### src/rtl/ceg_pkg.sv
// ----------------------------------------------------------------------------
// ceg_pkg
// Types, command codes and fixed-point constants of the compressor/expander.
// ----------------------------------------------------------------------------
package ceg_pkg;

    typedef struct packed {
        logic signed [23:0] left_sample;
        logic signed [23:0] right_sample;
    } ceg_in_t;

    typedef struct packed {
        logic signed [23:0] left_out;
        logic signed [23:0] right_out;
        logic signed [15:0] gain_reduction_db;
    } ceg_out_t;

    localparam int CFG_IDX_W  = 3;
    localparam int CFG_DATA_W = 16;

    typedef enum logic [CFG_IDX_W-1:0] {
        CFG_THRESHOLD = 3'd0,
        CFG_RATIO     = 3'd1,
        CFG_ATTACK    = 3'd2,
        CFG_RELEASE   = 3'd3,
        CFG_MAKEUP    = 3'd4,
        CFG_EXPANDER  = 3'd5,
        CFG_BYPASS    = 3'd6
    } ceg_cfg_idx_t;

    localparam logic signed [14:0] THRESHOLD_RST = -15'sd5120;
    localparam logic [14:0]        RATIO_RST     = 15'd1024;
    localparam logic [15:0]        ATTACK_RST    = 16'd65000;
    localparam logic [15:0]        RELEASE_RST   = 16'd65500;
    localparam logic [13:0]        MAKEUP_RST    = 14'd0;

    localparam logic [31:0]        LEVEL_FLOOR   = 32'd2147;
    localparam logic signed [15:0] DB_FLOOR      = -16'sd15360;
    localparam logic signed [11:0] AVG_NEW       = 12'sd1678;
    localparam logic signed [18:0] DB_PER_LOG2   = 19'sd197283;
    localparam logic signed [23:0] LOG2_PER_DB   = 24'sd2786635;
    localparam logic signed [21:0] LOG_OFFSET    = 22'sd2031616;
    localparam logic signed [25:0] EXP_CAP       = 26'sd1966079;
    localparam logic [14:0]        RATIO_MIN     = 15'd256;

    localparam int LOG_STEPS  = 16;
    localparam int DIV_STEPS  = 24;
    localparam int SQRT_ITERS = 32;
    localparam int SQRT_ROUNDS = 16;

    typedef enum logic [4:0] {
        OP_NONE     = 5'd0,
        OP_CAPTURE  = 5'd1,
        OP_SQUARE   = 5'd2,
        OP_LEVEL    = 5'd3,
        OP_NORM     = 5'd4,
        OP_LOG      = 5'd5,
        OP_DB       = 5'd6,
        OP_DIFF     = 5'd7,
        OP_DIV      = 5'd8,
        OP_XL       = 5'd9,
        OP_SMOOTH1  = 5'd10,
        OP_SMOOTH2  = 5'd11,
        OP_GAIN     = 5'd12,
        OP_SQ_PREP  = 5'd13,
        OP_SQ_ITER  = 5'd14,
        OP_MUL      = 5'd15,
        OP_SCALE    = 5'd16,
        OP_RESULT   = 5'd17
    } ceg_op_t;

    typedef struct packed {
        ceg_op_t    op;
        logic [4:0] cnt;
        logic [3:0] k;
        logic       lane;
    } ceg_cmd_t;

    typedef struct packed {
        logic lev_floor;
        logic x_msb;
        logic expander;
        logic bypass;
    } ceg_status_t;

endpackage

### src/rtl/ceg_ctrl.sv
// ----------------------------------------------------------------------------
// ceg_ctrl
// Sequencer: steps the datapath through one frame and owns the handshakes.
// ----------------------------------------------------------------------------
module ceg_ctrl (
    input  logic                 aclk,
    input  logic                 aresetn,
    input  logic                 s_valid,
    output logic                 s_ready,
    output logic                 m_valid,
    input  logic                 m_ready,
    input  ceg_pkg::ceg_status_t status,
    output ceg_pkg::ceg_cmd_t    cmd
);

    typedef enum logic [17:0] {
        ST_IDLE    = 18'd1 << 0,
        ST_SQUARE  = 18'd1 << 1,
        ST_LEVEL   = 18'd1 << 2,
        ST_NORM    = 18'd1 << 3,
        ST_LOG     = 18'd1 << 4,
        ST_DB      = 18'd1 << 5,
        ST_DIFF    = 18'd1 << 6,
        ST_DIV     = 18'd1 << 7,
        ST_XL      = 18'd1 << 8,
        ST_SMOOTH1 = 18'd1 << 9,
        ST_SMOOTH2 = 18'd1 << 10,
        ST_GAIN    = 18'd1 << 11,
        ST_SQ_PREP = 18'd1 << 12,
        ST_SQ_ITER = 18'd1 << 13,
        ST_MUL     = 18'd1 << 14,
        ST_SCALE   = 18'd1 << 15,
        ST_FINISH  = 18'd1 << 16,
        ST_SPARE   = 18'd1 << 17
    } state_t;

    state_t     state_reg, state_next;
    logic [4:0] cnt_reg, cnt_next;
    logic [3:0] k_reg, k_next;
    logic       lane_reg, lane_next;
    logic       m_valid_reg, m_valid_next;
    logic       out_free;

    assign s_ready  = (state_reg == ST_IDLE);
    assign m_valid  = m_valid_reg;
    assign out_free = !m_valid_reg || m_ready;

    always_comb begin
        state_next   = state_reg;
        cnt_next     = cnt_reg;
        k_next       = k_reg;
        lane_next    = lane_reg;
        m_valid_next = m_valid_reg && !m_ready;
        cmd.op       = ceg_pkg::OP_NONE;
        cmd.cnt      = cnt_reg;
        cmd.k        = k_reg;
        cmd.lane     = lane_reg;
        case (state_reg)
            ST_IDLE: begin
                if (s_valid) begin
                    cmd.op     = ceg_pkg::OP_CAPTURE;
                    state_next = status.bypass ? ST_FINISH : ST_SQUARE;
                end
            end
            ST_SQUARE: begin
                cmd.op     = ceg_pkg::OP_SQUARE;
                state_next = ST_LEVEL;
            end
            ST_LEVEL: begin
                cmd.op     = ceg_pkg::OP_LEVEL;
                state_next = ST_NORM;
            end
            ST_NORM: begin
                if (status.lev_floor) begin
                    state_next = ST_DB;
                end else if (status.x_msb) begin
                    cnt_next   = '0;
                    state_next = ST_LOG;
                end else begin
                    cmd.op = ceg_pkg::OP_NORM;
                end
            end
            ST_LOG: begin
                cmd.op   = ceg_pkg::OP_LOG;
                cnt_next = cnt_reg + 5'd1;
                if (cnt_reg == 5'(ceg_pkg::LOG_STEPS - 1)) begin
                    state_next = ST_DB;
                end
            end
            ST_DB: begin
                cmd.op     = ceg_pkg::OP_DB;
                state_next = ST_DIFF;
            end
            ST_DIFF: begin
                cmd.op     = ceg_pkg::OP_DIFF;
                cnt_next   = '0;
                state_next = status.expander ? ST_XL : ST_DIV;
            end
            ST_DIV: begin
                cmd.op   = ceg_pkg::OP_DIV;
                cnt_next = cnt_reg + 5'd1;
                if (cnt_reg == 5'(ceg_pkg::DIV_STEPS - 1)) begin
                    state_next = ST_XL;
                end
            end
            ST_XL: begin
                cmd.op     = ceg_pkg::OP_XL;
                state_next = ST_SMOOTH1;
            end
            ST_SMOOTH1: begin
                cmd.op     = ceg_pkg::OP_SMOOTH1;
                state_next = ST_SMOOTH2;
            end
            ST_SMOOTH2: begin
                cmd.op     = ceg_pkg::OP_SMOOTH2;
                state_next = ST_GAIN;
            end
            ST_GAIN: begin
                cmd.op     = ceg_pkg::OP_GAIN;
                k_next     = '0;
                state_next = ST_SQ_PREP;
            end
            ST_SQ_PREP: begin
                cmd.op     = ceg_pkg::OP_SQ_PREP;
                cnt_next   = '0;
                state_next = ST_SQ_ITER;
            end
            ST_SQ_ITER: begin
                cmd.op   = ceg_pkg::OP_SQ_ITER;
                cnt_next = cnt_reg + 5'd1;
                if (cnt_reg == 5'(ceg_pkg::SQRT_ITERS - 1)) begin
                    if (k_reg == 4'(ceg_pkg::SQRT_ROUNDS - 1)) begin
                        lane_next  = 1'b0;
                        state_next = ST_MUL;
                    end else begin
                        k_next     = k_reg + 4'd1;
                        state_next = ST_SQ_PREP;
                    end
                end
            end
            ST_MUL: begin
                cmd.op     = ceg_pkg::OP_MUL;
                state_next = ST_SCALE;
            end
            ST_SCALE: begin
                cmd.op = ceg_pkg::OP_SCALE;
                if (!lane_reg) begin
                    lane_next  = 1'b1;
                    state_next = ST_MUL;
                end else begin
                    state_next = ST_FINISH;
                end
            end
            ST_FINISH: begin
                if (out_free) begin
                    cmd.op       = ceg_pkg::OP_RESULT;
                    m_valid_next = 1'b1;
                    state_next   = ST_IDLE;
                end
            end
            default: begin
                state_next = ST_IDLE;
            end
        endcase
    end

    always_ff @(posedge aclk) begin
        if (!aresetn) begin
            state_reg   <= ST_IDLE;
            cnt_reg     <= '0;
            k_reg       <= '0;
            lane_reg    <= 1'b0;
            m_valid_reg <= 1'b0;
        end else begin
            state_reg   <= state_next;
            cnt_reg     <= cnt_next;
            k_reg       <= k_next;
            lane_reg    <= lane_next;
            m_valid_reg <= m_valid_next;
        end
    end

endmodule

### config.mk
export PLATFORM = sky130hd
export DESIGN_NAME = ceg_ctrl
export DESIGN_NICKNAME = d
export VERILOG_FILES = /design/src/rtl/ceg_pkg.sv /design/src/rtl/ceg_ctrl.sv
export SDC_FILE = /design/constraint.sdc
export NUM_CORES = 1
export LEC_CHECK = 0
export ABC_CLOCK_PERIOD_IN_PS = 2200
export BUFFER_PORTS_ARGS = -buffer_cell sky130_fd_sc_hd__buf_2
export CORE_ASPECT_RATIO = 2
export CORE_UTILIZATION = 35
export CTS_CLUSTER_DIAMETER = 50
export DETAILED_ROUTE_END_ITERATION = 7
export PLACE_DENSITY = 0.64
export SLEW_MARGIN = 20
export SYNTH_ARGS = -nofsm -noshare
export SYNTH_HDL_FRONTEND = slang
export SYNTH_SLANG_ARGS = --single-unit
### constraint.sdc
create_clock -name aclk -period 2.2 [get_ports aclk]
set_input_delay 0.55 -clock aclk [delete_from_list [all_inputs] [get_ports aclk]]
set_output_delay 0.55 -clock aclk [all_outputs]
set_load 0.005 [all_outputs]
==> results.ini, run 1 <==
[status]
status=finished, violations left
violations=negative setup slack

[die]
dieArea_um2=5180
rows=35
initial_core_util_pct=36.8
ios=25
core_um2=4640
die_h_um=101
die_w_um=51.4

[job]
max_cap_violations=0

[sta]
fin_skew_ps=7.41
whs_ps=501
min_period_ps=2550
setup_viol=14
worstMarginPinSlew_ps=515
period_share_pct=116
report.final.slew_viol_count=0
rsz0062_at_grt=true
timing.slew.headroom_pct=65.2
max_clock_freq_mhz=392
hold_viol_final=0
setup_slack_ps=-349

[routing]
drc=0
vias=2079
wirelength_um=6280
via_per_inst=5.84
drtIter0Drc=87
first_pass_iters=4
wl_per_cell_um=17.6
ant_nets=0

[cells_and_area]
drive_gt1_share_pct=52.8
n_antenna_cell=0
final_nets=314
largest_reg_flops=17
syn2layout_area_growth_pct=63.7
fin_util_pct=60.2

[synth]
synth_area_per_cell_um2=8.09
synth_warnings=0
synthTopCellsByArea=dfxtp_1 33%, nor2_1 7.0%, nor4_1 3.7%
synth_area_um2=1710
synth_cells=211
async_reset_ff_share_pct=0
ys_seq_area_share_pct=32.8
ys_types=53
synth_nets=223
ys.flop_type=dfxtp_1
synth_edf_count=0
synth_top_cell_area_share_pct=32.8
synth_area_leader_cell=dfxtp_1
ys_seq_elements=28

[grt]
grt-busiest-layer=met2
met3_usage_pct=2.41
grt_overflow_total=0
use_met1_pct=23.9
grt_pass1_wl_um=9500
grt_max_degree=17
grtUsageMet2_pct=45.9
grt.total_usage_pct=24.9
grt_pass1_vias=2067
antenna_found_initial=0

[cts]
hold_buffers=0
clkSinkCount=28
cts_inserted_buffers=3
path_clk_slew_ps=100
cts_buffer_depth=2
cts_tree=built
clk_latency_ps=290
cts_root_buf=clkbuf_8
htreeDepth=1

[worst_setup_path]
path_class=reg -> out
worstSetupEndpointType=output pin
reg2reg_depth=8
r2r-start=state_reg[1]
cp_max_fo=4
critPathLaunch=state_reg[15]
timing.rr.end=state_reg[5]
cp.arrival_ps=2000
critical_path_required_ps=1650
cp-start-kind=flop
r2r_setup_slack_ps=-110
endpoint=cmd[10]

[placed_design]
port-buffer-count=24
dpl.hpwl_um=4400
gp_congestion=1.08

[hold_path]
min_path_type=in -> reg

[pwr]
power_w=0.00137
power.density_nw_per_um2=491
power_leakage_nw=1.20
peakVddDrop_uv=393

-- worst min path at each step --
stage / end / slack (ps) / cells after the start / start
4_1_cts: state_reg[1] / 480 / 2 / status[0]
5_1_grt: state_reg[1] / 480 / 2 / status[0]
3_5_place_dp: lane_reg / 500 / 2 / lane_reg
6_report: state_reg[1] / 500 / 2 / status[0]
2_1_floorplan: lane_reg / 470 / 2 / lane_reg
3_3_place_gp: cnt_reg[3] / 500 / 2 / cnt_reg[3]
-- Yosys cell counts (6+ instances only) --
cell type   n
nor2_1     32
dfxtp_1    28
nand2_1    13
a21oi_1    11
nor4_1     10
nand2b_1    8
nand4_1     8
nor3_1      8
nand3_1     7
o21ai_0     6
-- final cells by class --
class	count	area, um^2
Fill cell	421	1850
Multi-Input combinational cell	172	1370
Timing Repair Buffer	92	677
Sequential cell	28	589
Tap cell	55	68.8
Clock buffer	3	41.3
Clock inverter	1	30.0
Inverter	5	18.8
-- stage by stage --
step	TNS (ps)	cell area [um^2]	setup WS, ps	cells
floorplan	0	1710	4.04	211
global placement	-826	2260	-207	337
detailed placement	-775	2260	-202	337
CTS	-1980	2560	-347	351
global route	-3360	2800	-417	356
finish	-2270	2800	-349	356
-- layout by cell type, fill, tap and decap left out, types with 5 or more instances in the layout --
master	instances
buf_4	58
nor2_1	29
buf_2	24
dfxtp_1	13
nand2_1	11
dfxtp_2	11
a21oi_1	10
buf_6	9
nand4_1	8
nand2b_1	7
inv_1	5
nor3_1	5
and2_1	5
nand3b_1	5
nand3_1	5
-- layer usage --
layer	vias up	wire length, um
li1	976	-
met3	30	234
met5	-	0
met4	0	393
met2	85	3500
met1	988	2150
-- critical path: stages (launching register included) --
cell	delay [ps]
dfxtp_4	380
nor4_2	280
buf_4	170
nand4_1	140
buf_4	180
nor3b_2	140
buf_4	160
a2111oi_4	50
nand2_1	90
buf_2	110
-- logic make-up (layout without fill, tap and decap cells) --
group,count (synthesis),count (layout),share of synthesized area [%]
AOI/OAI and AO/OA,37,37,14.9
xor gates and xnor gates,3,3,1.54
adders and majority gates,4,4,2.93
buffers and inverters,11,101,3.22
DFF,28,28,32.8
and+or+nand+nor,128,128,44.5
-- where the power goes --
part | total [W] | switching [W] | internal [W]
Combinational | 0.000430 | 0.000214 | 0.000215
Sequential | 0.000525 | 0.0000117 | 0.000513
Clock | 0.000418 | 0.000174 | 0.000244
-- what timing repair did --
action                                  4_1_cts  5_1_grt
gates resized for setup                      38       46
endpoints found under the setup margin       14       18
gates cloned                                  0        0
buffers inserted                             10        9
pin swaps                                     7       16
Power figures use the tool's default switching activity.
==> run 2: changes to the inputs <==
Settings changed: CORE_ASPECT_RATIO 2 to default.
==> run 2 against run 1 <==
Effect of this change: the run still ends with negative setup slack left; maximum frequency is essentially flat; global-route usage shrank 2.6 points; clock-buffer cell count is the same; sequential cell count is the same; register-to-register slack gained 70 ps; clock skew shrank 3.2 ps; utilization shrank 5.8 points; sequential share of layout area grew 1.3 points; clock power is essentially flat.
==> results.ini, run 2 (same netlist as run 1, synthesis figures left out) <==
[status]
status=finished, violations left  ; unchanged
violations=negative setup slack  ; unchanged

[die]
ios=25  ; unchanged
rows=25  ; was 35
dieArea_um2=5160  ; was 5180 um^2
die_h_um=71.9  ; was 101 um
die_w_um=71.9  ; was 51.4 um
core_um2=4720  ; was 4640 um^2
initial_core_util_pct=36.2  ; was 36.8%

[sta]
worstMarginPinSlew_ps=533  ; was 515 ps
period_share_pct=116  ; about the same
setup_viol=12  ; was 14
report.final.slew_viol_count=0  ; unchanged
timing.slew.headroom_pct=64.2  ; was 65.2%
hold_viol_final=0  ; unchanged
rsz0062_at_grt=true  ; unchanged
min_period_ps=2550  ; about the same
whs_ps=455  ; was 501 ps
setup_slack_ps=-348  ; was -349 ps
fin_skew_ps=4.21  ; was 7.41 ps
max_clock_freq_mhz=392  ; about the same

[routing]
drc=0  ; unchanged
wirelength_um=5430  ; was 6280 um
wl_per_cell_um=15.2  ; was 17.6 um
first_pass_iters=4  ; unchanged
via_per_inst=5.38  ; was 5.84
vias=1914  ; was 2079
drtIter0Drc=125  ; was 87
ant_nets=0  ; unchanged

[cells_and_area]
drive_gt1_share_pct=42.9  ; was 52.8%
design_area_um2=2570  ; was 2800 um^2
syn2layout_area_growth_pct=50.6  ; was 63.7%
n_antenna_cell=0  ; unchanged
layout_common_cells=49 x buf_4, 29 x nor2_1, 23 x buf_2  ; was 58 x buf_4, 29 x nor2_1, 24 x buf_2
final_common_cell=buf_4  ; unchanged
n_fill_cell=439  ; was 421
final_nets=302  ; was 314
largest_reg_flops=17  ; unchanged

[pwr]
seq_power_share_pct=40.3  ; was 38.2%
power_leakage_nw=1.11  ; was 1.20 nW
switching_share_pct=27.8  ; was 29.1%
peakVddDrop_uv=333  ; was 393 uV
internal-power_w=0.000948  ; was 0.000973 W
power_frac_clock_pct=32.1  ; was 30.5%
combPwrFrac_pct=27.6  ; was 31.3%
p_switching_w=0.000364  ; was 0.000400 W
power.density_nw_per_um2=510  ; was 491 nW/um^2

[cts]
htreeDepth=1  ; unchanged
hold_buffers=0  ; unchanged
clkSinkCount=28  ; unchanged
cts_tree=built  ; unchanged
cts_root_buf=clkbuf_8  ; unchanged
cts_buffer_depth=2  ; unchanged
path_clk_slew_ps=100  ; about the same
cts_inserted_buffers=3  ; unchanged
clk_latency_ps=290  ; about the same

[placed_design]
dpl.hpwl_um=3980  ; was 4400 um
dp_slack_ps=-108  ; was -202 ps
place_area_um2=2240  ; was 2260 um^2
port-buffer-count=24  ; unchanged
gp_congestion=0.874  ; was 1.08

[job]
max_cap_violations=0  ; unchanged

[worst_setup_path]
cp.arrival_ps=2000  ; about the same
path_class=reg -> out  ; unchanged
cp_max_fo=5  ; was 4
critical_path_required_ps=1650  ; about the same
cp-start-kind=flop  ; unchanged
worstSetupEndpointType=output pin  ; unchanged

[grt]
antenna_found_initial=0  ; unchanged
grt.total_usage_pct=22.3  ; was 24.9%
grt_pass1_vias=1894  ; was 2067
grt_overflow_total=0  ; unchanged
grt_pass1_wl_um=8960  ; was 9500 um
grt_max_degree=17  ; unchanged

[hold_path]
min_path_type=in -> reg  ; unchanged

[run 2: worst paths after layout]
check,start,endpoint,slack (ps),cells past startpoint
setup / recovery,state_reg[3],cmd[11],-350,7
hold / removal,status[0],state_reg[1],460,2
setup reg to reg,state_reg[4],state_reg[1],-40,10
hold reg to reg,cnt_reg[3],cnt_reg[3],520,2
[run 2: layout make-up]
type                    count  area (um^2)  share of cell area (%)
multi-input cells         172         1250                    48.6
inverters                   5         18.8                   0.730
repair buffers             80          573                    22.3
flip-flops and latches     28          576                    22.4
clock buffers               3         41.3                    1.61
clock inverters             1         30.0                    1.17
well taps                  67         83.8                    3.26
[run 2: metrics by stage]
stage                     power, W  cells  setup TNS [ps]  util (%)
after floorplan           0.000675    211               0         -
after global placement    0.000798    344            -260      47.4
after detailed placement  0.000800    344            -351      47.4
after CTS                  0.00130    354           -1550      53.3
after global routing       0.00136    356           -3670      54.5
final                      0.00131    356           -1700      54.5
[run 2: worst max-delay path, cell delays in order (launching register included)]
cell and delay (ps):
dfxtp_2 350, nor4_4 280, buf_4 190, nand4_1 170
nor3b_2 310, o21ba_4 210, nand4_1 90, buf_2 120
[run 2: timing repair]
action	in CTS	in global routing
pin swaps	12	7
buffers inserted	6	3
setup endpoints to repair	13	23
resized for setup	39	10
[run 2: power by group through the flow]
stage,clock network [W],registers [W],logic (W)
finish,0.000421,0.000528,0.000363
global route,0.000441,0.000530,0.000390
CTS,0.000425,0.000530,0.000349
detailed placement,0,0.000537,0.000263
global placement,0,0.000537,0.000262
floorplan,0,0.000537,0.000139
[run 2: per-layer routing]
metal | wire length [um] | share of wire [%] | track usage (%) | vias up
li1 | - | - | - | 948
met2 | 2710 | 50 | 39.5 | 43
met4 | 96 | 1.8 | 7.41 | 0
met3 | 163 | 3.0 | 2.39 | 9
met1 | 2460 | 45 | 28.3 | 914
met5 | 0 | 0 | 0 | -
